### src/hdl/ils_pkg.sv
// Shared types and constants for the indexed LIFO stack core.
// No dependencies; used by ils_addr and indexed_lifo_stack_core.
package ils_pkg;

    localparam int DEPTH_DEF      = 256;
    localparam int DATA_WIDTH_DEF = 32;

    // Fixed widths of the stream fields
    localparam int ACT_W   = 2;
    localparam int WORD_W  = 32;
    localparam int POS_W   = 9;
    localparam int COUNT_W = 9;
    localparam int TDATA_W = 48;

    typedef enum logic [ACT_W-1:0] {
        ACT_PUSH = 2'd0,
        ACT_POP  = 2'd1,
        ACT_PEEK = 2'd2,
        ACT_SEEK = 2'd3
    } act_t;

    typedef enum logic {
        ST_IDLE = 1'b0,
        ST_READ = 1'b1
    } state_t;

    // Decoded request controls from the address unit
    typedef struct packed {
        logic rd;        // read one entry
        logic wr;        // write one entry
        logic hit;       // read lands on a filled entry
        logic inc;       // fill count goes up
        logic dec;       // fill count goes down
        logic overflow;  // push dropped on a full stack
    } op_flags_t;

endpackage

### src/hdl/ils_addr.sv
// Address unit: turns one request and the fill count into an entry index
// and decoded controls. Depends on ils_pkg.
module ils_addr #(
    parameter int DEPTH = ils_pkg::DEPTH_DEF
) (
    input  ils_pkg::act_t                  action,
    input  logic signed [ils_pkg::POS_W-1:0] position,
    input  logic                           from_top,
    input  logic [$clog2(DEPTH+1)-1:0]     fill,
    output logic [$clog2(DEPTH)-1:0]       addr,
    output ils_pkg::op_flags_t             flags
);

    localparam int CW = $clog2(DEPTH + 1);
    localparam int AW = $clog2(DEPTH);
    localparam int IW = ((CW > ils_pkg::POS_W) ? CW : ils_pkg::POS_W) + 2;

    logic signed [IW-1:0] fill_s;
    logic signed [IW-1:0] pos_s;
    logic signed [IW-1:0] one_s;
    logic signed [IW-1:0] idx;
    logic                 in_range;
    logic                 full;
    logic                 empty;

    assign fill_s   = signed'({{(IW-CW){1'b0}}, fill});
    assign pos_s    = signed'({{(IW-ils_pkg::POS_W){position[ils_pkg::POS_W-1]}}, position});
    assign one_s    = signed'(IW'(1));
    assign full     = (fill == CW'(DEPTH));
    assign empty    = (fill == '0);

    always_comb begin
        case (action)
            ils_pkg::ACT_PUSH: idx = fill_s;
            ils_pkg::ACT_POP:  idx = fill_s - one_s;
            ils_pkg::ACT_PEEK: idx = fill_s - pos_s - one_s;
            default:           idx = (from_top ? (fill_s - one_s) : '0) + pos_s;
        endcase
    end

    assign in_range = !idx[IW-1] && (idx < fill_s);
    assign addr     = idx[AW-1:0];

    always_comb begin
        flags = '0;
        case (action)
            ils_pkg::ACT_PUSH: begin
                flags.wr       = !full;
                flags.inc      = !full;
                flags.overflow = full;
            end
            ils_pkg::ACT_POP: begin
                flags.rd  = !empty;
                flags.hit = !empty;
                flags.dec = !empty;
            end
            ils_pkg::ACT_PEEK: begin
                // negative depth never hits
                flags.hit = in_range && !position[ils_pkg::POS_W-1];
                flags.rd  = flags.hit;
            end
            ils_pkg::ACT_SEEK: begin
                flags.hit = in_range;
                flags.rd  = in_range;
            end
            default: flags = '0;
        endcase
    end

endmodule

### config.mk
export PLATFORM = sky130hd
export DESIGN_NAME = ils_addr
export DESIGN_NICKNAME = d
export VERILOG_FILES = /design/src/hdl/ils_pkg.sv /design/src/hdl/ils_addr.sv
export SDC_FILE = /design/constraint.sdc
export NUM_CORES = 1
export LEC_CHECK = 0
export BUFFER_PORTS_ARGS = -buffer_cell sky130_fd_sc_hd__buf_4
export CAP_MARGIN = 5
export CORE_MARGIN = 8
export CORE_UTILIZATION = 35
export DETAILED_ROUTE_END_ITERATION = 10
export SYNTH_ARGS = -nofsm -noshare
export SYNTH_HDL_FRONTEND = slang
export SYNTH_SLANG_ARGS = --single-unit
### constraint.sdc
create_clock -name vclk -period 3.7
set_input_delay 0.185 -clock vclk [all_inputs]
set_output_delay 0.185 -clock vclk [all_outputs]
set_load 0.01 [all_outputs]
# Word-level counts from Yosys, hierarchy flattened
# Index checks and enable logic that the tools add are counted.
[totals]
register_bits = 0
elab_cells = 24
[classes]
n_addsub = 5
order_cmp = 1
eq_ne = 4
mux = 6
reduce_logical = 8
[ops]
columns = ["cell", "n"]
rows = [
  ["one-hot mux 11 bit (3 select lines)", 1],
  ["subtractor 9 x 1 -> 10 bit, second input constant", 2],
  ["adder 11 bit", 1],
  ["< comparator 11 x 10 -> 1 bit", 1],
  ["two-way mux 11 bit", 1],
  ["subtractor 10 x 9 -> 11 bit", 1],
  ["subtractor 11 x 2 -> 11 bit, second input constant", 1],
  ["equality test 9 bit, second input constant", 1],
  ["zero test 9 bit", 1],
  ["equality test 2 bit, second input constant", 2],
  ["zero test 1 bit", 4],
  ["two-way mux 1 bit", 3],
  ["one-hot mux 1 bit (3 select lines)", 1],
  ["equality test 2 x 1 -> 1 bit, second input constant", 1],
  ["logical AND 1 bit", 2],
  ["zero test 2 bit", 1],
]

# Depth between registers and ports, before layout
# Gate-level depths: netlist (run 1).
[logic_depth]
depth_word = 8
ltp_mapped = 19

# Worst setup path before layout (run 1)
# OpenSTA, ideal clock, no wires.
[synth_timing]
kind = "input to output"
start = "input port fill[1]"
end = "output port flags[5] (netlist name)"
arrival_time_ns = 3.182
t_required_ns = 3.515
path_slack_ns = 0.333
stages = 17
path_buffers = 1
cell_sequence = "inv_1 -> ha_1 -> xor2_1 -> and2_1 -> ha_1 -> nor2b_1 -> o31a_1 -> a21oi_1 -> a21oi_1 -> a21oi_1 -> ha_1 -> a21o_1 -> a211oi_1 -> o21ai_0 -> o2111ai_1 -> a31o_1 -> buf_4"
[synth_rtl]
columns = ["item", "line", "text"]
rows = [
  ["start: declaration", "ils_addr.sv:9", "input logic [$clog2(DEPTH+1)-1:0] fill,"],
  ["end: declaration", "ils_addr.sv:11", "output ils_pkg::op_flags_t flags"],
]

==> impl_metrics.json, run 1 <==
{
  "synth_xor_area_frac": 0.1314,
  "cpMaxStageDelayCell": "ha_1",
  "vias_per_cell": 5.173,
  "synth-compound-area-share": 0.2714,
  "setup_tns_ps": 0,
  "grt_max_degree": 26,
  "hold_path.class": "primary input to output pin",
  "ys_seq_area_frac": 0,
  "worst_ep_arrival_time_ps": 3260,
  "slowest_delay_ps": 320,
  "core_area_um2": 4354,
  "slew_violations": 0,
  "ys_warn_count": 0,
  "syn_area_um2": 1590,
  "cp.required_ps": 3510,
  "antennaDiodeCount": 0,
  "worst_slack_ps": 257.0,
  "wl_um": 4123,
  "crit_path_end_kind": "output pin",
  "final.min_clock_period_ps": 3443,
  "ant_nets": 0,
  "grt_usage": 0.1089,
  "grt_pass1_vias": 1461,
  "place_ws_ps": 37.37,
  "startpoint_type": "primary input",
  "cp_cell_sequence": "buf_4 > inv_1 > ha_4 > xor2_1 > and2_1 > ha_1 > nor2b_1 > o31a_1 > o21a_1 > nor2_2 > xnor2_1 > o211ai_1 > o21ai_1 > ha_1 > a211oi_1 > o21ai_1 > o2111ai_1 > a31o_1 > buf_4",
  "finalCritPeriodShare": 0.9305,
  "drt_iter0_drc": 97,
  "crit_type": "primary input to output pin",
  "cts_hold_buffers": 0,
  "dp.cells": 304,
  "power_density_nw_per_um2": 151.3,
  "outcome": "completed",
  "seq_area_um2": 0,
  "hold_ws_ps": 703.6,
  "setup_viol": 0,
  "layout-drive-gt1-share": 0.2205,
  "nFlopsAndLatches": 0,
  "path_buf_inv": 3,
  "relSlewSlack": 0.7760,
  "synth-simple-area-share": 0.2329,
  "synthesis.nets": 275,
  "hold_viol": 0,
  "synth_fa_ha_area_frac": 0.2533,
  "area_growth_pct": 20.38,
  "vias": 1583,
  "max-cap-violations": 0,
  "antenna_found_initial": 0,
  "nClkBuffers": 0,
  "wl_per_cell_um": 13.47,
  "post-dp-hpwl_um": 3429,
  "port_buffers": 35,
  "die_x_um": 83.41,
  "final_cell_area_um2": 1914,
  "die_area_um2": 6956,
  "leakagePower_nw": 0.9108,
  "final_cells": 306,
  "postPlaceCellArea_um2": 1879,
  "max-vdd-ir-drop_uv": 52.68,
  "fmax_mhz": 290.4,
  "pin_count": 35,
  "overflow": 0,
  "tightest_slew_ps": 332.5,
  "drt-pass1-iter-count": 4,
  "cp_max_fo": 6,
  "avgSynthCellArea_um2": 7.131,
  "rsz0062_at_grt": "false",
  "layout.nets": 308,
  "synthMuxAreaShare": 0.02518,
  "critical-path-top-delay-family": "compound AO/OA/AOI/OAI gates",
  "die_y_um": 83.41,
  "yosysUniqueCellTypes": 49,
  "grt_pass1_wl_um": 6900,
  "initial_core_util": 0.3652,
  "syn_inst": 223,
  "synth_top_family_by_area": "compound AO/OA/AOI/OAI gates",
  "rows": 24,
  "finalWeightedCongestion": 0.8617,
  "drc_errors": 0
}
-- repair_timing --
item	4_1_cts	5_1_grt
setup endpoints to repair	0	2
gates resized for setup	0	6
buffers inserted	0	2
-- through the flow --
stage,util,total power [mW]
after floorplan,-,0.1943
after global placement,0.4316,0.2815
after detailed placement,0.4316,0.2804
after CTS,0.4316,0.2827
after global routing,0.4397,0.3251
final,0.4397,0.2896
-- power breakdown --
group / leakage [nW] / switching (mW) / internal, mW
registers: 0 / 0 / 0
logic: 0.911 / 0.150 / 0.139
clock network: 0 / 0 / 0
-- area by class of cell --
| class | count | area (um2) |
|---|---|---|
| fillers | 461 | 2440 |
| multi-input cells | 193 | 1474 |
| repair buffers | 39 | 292.8 |
| inverters | 22 | 82.58 |
| well taps | 52 | 65.06 |
-- final timing paths --
check	to	slack, ps	depth (start not counted)	startpoint
setup / recovery	flags[3]	260	19	fill[0]
hold / removal	flags[4]	700	3	fill[8]
-- kinds of logic (layout without fill, tap and decap cells) --
group,after synthesis,after routing
xor gates and xnor gates,23,23
buffers and inverters,30,61
AOI/OAI and AO/OA,65,65
muxes,4,4
and+or+nand+nor,70,70
adders and majority gates,31,31
-- synth_stat cells (all sizes together), types with 3 or more instances --
master / count / area share
a211oi: 7 / 0.036
a21o: 5 / 0.024
a21oi: 13 / 0.043
and2: 7 / 0.028
buf: 5 / 0.020
clkbuf: 3 / 0.013
ha: 29 / 0.23
inv: 21 / 0.050
mux2i: 4 / 0.025
nand2: 19 / 0.050
nand3: 4 / 0.013
nor2: 19 / 0.046
nor2b: 4 / 0.016
nor3: 5 / 0.022
o211ai: 4 / 0.019
o21a: 6 / 0.029
o21ai: 19 / 0.060
xnor2: 20 / 0.11
xor2: 3 / 0.017
-- tightest hold or removal path, cell delays in order --
cell and delay (ps):
buf_4 110, a211oi_1 80, buf_4 150
-- cells in the final DEF (no fill, tap or decap), types with 4 or more instances in the layout --
| cell | instances |
|---|---|
| ha_1 | 28 |
| mux2i_1 | 4 |
| a21o_1 | 5 |
| nand2_1 | 18 |
| buf_4 | 39 |
| inv_1 | 20 |
| nor2_1 | 18 |
| xnor2_1 | 19 |
| and2_1 | 7 |
| o21ai_0 | 15 |
| a21oi_1 | 10 |
| nor2b_1 | 4 |
| o211ai_1 | 4 |
| a211oi_1 | 6 |
| nand3_1 | 4 |
| o21ai_1 | 4 |
| o21a_1 | 5 |
-- metal layers --
layer	vias to the layer above	part of all wire	wire [um]	global-route usage
met5	-	0	0	0
met4	0	0	0	0
met3	0	0.041	167	0.008789
met2	42	0.40	1667	0.1683
met1	691	0.55	2287	0.1649
li1	850	-	-	-
(Power assumes the default switching activity.)
==> run 2: changes to the inputs <==
==> constraint.sdc (replaced) <==
create_clock -name vclk -period 3.7
set_input_delay 0.74 -clock vclk [all_inputs]
set_output_delay 0.74 -clock vclk [all_outputs]
set_load 0.01 [all_outputs]
==> run 2 against run 1 <==
The run now ends with setup timing left. Sequential share of layout area is the same. Final cell count grew 18%. Final area grew 34%. Core utilization grew 15 points. Die area is the same. Worst setup slack lost 900 ps. First-iteration DRC count shrank 20%. Critical path type unchanged.
==> impl_metrics.json, run 2 (synthesized netlist as in run 1, its figures left out) <==
{
  "core_area_um2": 4354,
  "final.min_clock_period_ps": 4339,
  "post-dp-hpwl_um": 4207,
  "overflow": 0,
  "wl_met2_um": 2696,
  "max-vdd-ir-drop_uv": 69.79,
  "rows": 24,
  "max-cap-violations": 0,
  "setup_viol": 4,
  "drt-pass1-iter-count": 4,
  "area_growth_pct": 61.68,
  "grt_usage": 0.1373,
  "place_ws_ps": -763.0,
  "antenna_found_initial": 0,
  "wl_met3_um": 166,
  "worst_ep_arrival_time_ps": 3600,
  "final_cells": 361,
  "nFlopsAndLatches": 0,
  "layout-drive-gt1-share": 0.4498,
  "wl_um": 5158,
  "startpoint_type": "primary input",
  "worst_slack_ps": -638.9,
  "hold_path.class": "primary input to output pin",
  "nClkBuffers": 0,
  "finalWeightedCongestion": 0.8425,
  "grt_pass1_vias": 1880,
  "crit_type": "primary input to output pin",
  "leakagePower_nw": 1.228,
  "wl_per_cell_um": 14.29,
  "final_common_cell": "buf_4",
  "drt_iter0_drc": 78,
  "hold_depth": 3,
  "seq_area_um2": 0,
  "die_y_um": 83.41,
  "holdCritStartpoint": "fill[8]",
  "dp.cells": 358,
  "vias_per_cell": 5.014,
  "final_cell_mix": "buf_4, ha_1, inv_1, nor2_1, nand2_1",
  "relSlewSlack": 0.7815,
  "antennaDiodeCount": 0,
  "fmax_mhz": 230.5,
  "violations": "setup timing",
  "drc_errors": 0,
  "n_fill_cell": 422,
  "slew_violations": 0,
  "power_density_nw_per_um2": 156.7,
  "cp.required_ps": 2960,
  "initial_core_util": 0.3652,
  "rsz0062_at_grt": "true",
  "ant_nets": 0,
  "finalCritPeriodShare": 1.173,
  "port_buffers": 35,
  "vias": 1810,
  "tightest_slew_ps": 324.2,
  "wl_met1_um": 2296,
  "multi_input_area_um2": 1665,
  "die_x_um": 83.41,
  "die_area_um2": 6956,
  "hold_viol": 0,
  "highest_layer": "met3",
  "hold_end": "flags[2]",
  "layout.nets": 363,
  "cp_max_fo": 4,
  "pin_count": 35,
  "crit_path_end_kind": "output pin",
  "grt_max_degree": 26,
  "grt_pass1_wl_um": 8438,
  "outcome": "finished, violations left"
}
-- run 2: worst max path at each step --
stage	start	endpoint	slack (ps)
final	fill[1]	flags[5]	-640
after global placement	fill[2]	flags[3]	-760
after detailed placement	fill[0]	flags[5]	-760
after floorplan	fill[1]	flags[5]	-490
after CTS	fill[0]	flags[5]	-650
after global routing	fill[0]	flags[5]	-800
-- run 2: cell type report --
class / count / share of cell area
multi-input cells: 193 / 0.6477
inverters: 22 / 0.03358
well taps: 52 / 0.02530
repair buffers: 94 / 0.2934
-- run 2: through the flow --
step	total power [mW]	hold WS, ps	TNS (ps)	area (um2)	util
after floorplan	0.2070	1574	-860.2	1664	-
after global placement	0.3529	1816	-2039	2355	0.5408
after detailed placement	0.3559	1819	-2000	2355	0.5408
after CTS	0.3838	1819	-1460	2490	0.5718
after global routing	0.4407	1849	-1941	2571	0.5905
final	0.4028	1818	-1379	2571	0.5905
-- run 2: timing repair --
item	in CTS	in global routing
cloned	0	0
setup endpoints to repair	5	4
hold buffers	0	0
resized for setup	25	14
pin swaps	17	11
endpoints found under the hold margin	0	0
buffers inserted	3	1
-- run 2: layer usage --
layer,vias to the layer above,GRT usage
met2,28,0.2638
li1,965,-
met4,0,0
met5,-,0
met1,817,0.1672
met3,0,0.01172
-- run 2: power by group --
part           total [mW]  internal [mW]  switching (mW)
sequential              0              0               0
clock                   0              0               0
combinational       0.403          0.217           0.186
total               0.403          0.217           0.186
-- run 2: critical path, cell delays in order --
cell        delay [ps]
buf_8               90
clkinvlp_4          90
ha_4               270
nand2b_4           130
inv_2               50
ha_4               220
a211oi_4           220
o21bai_1           130
a21oi_2            190
xnor2_1            140
mux2i_1            100
a21oi_2            230
ha_1               290
a211oi_2           200
o21ai_1             90
o2111ai_1           90
a31o_1             210
buf_6              120
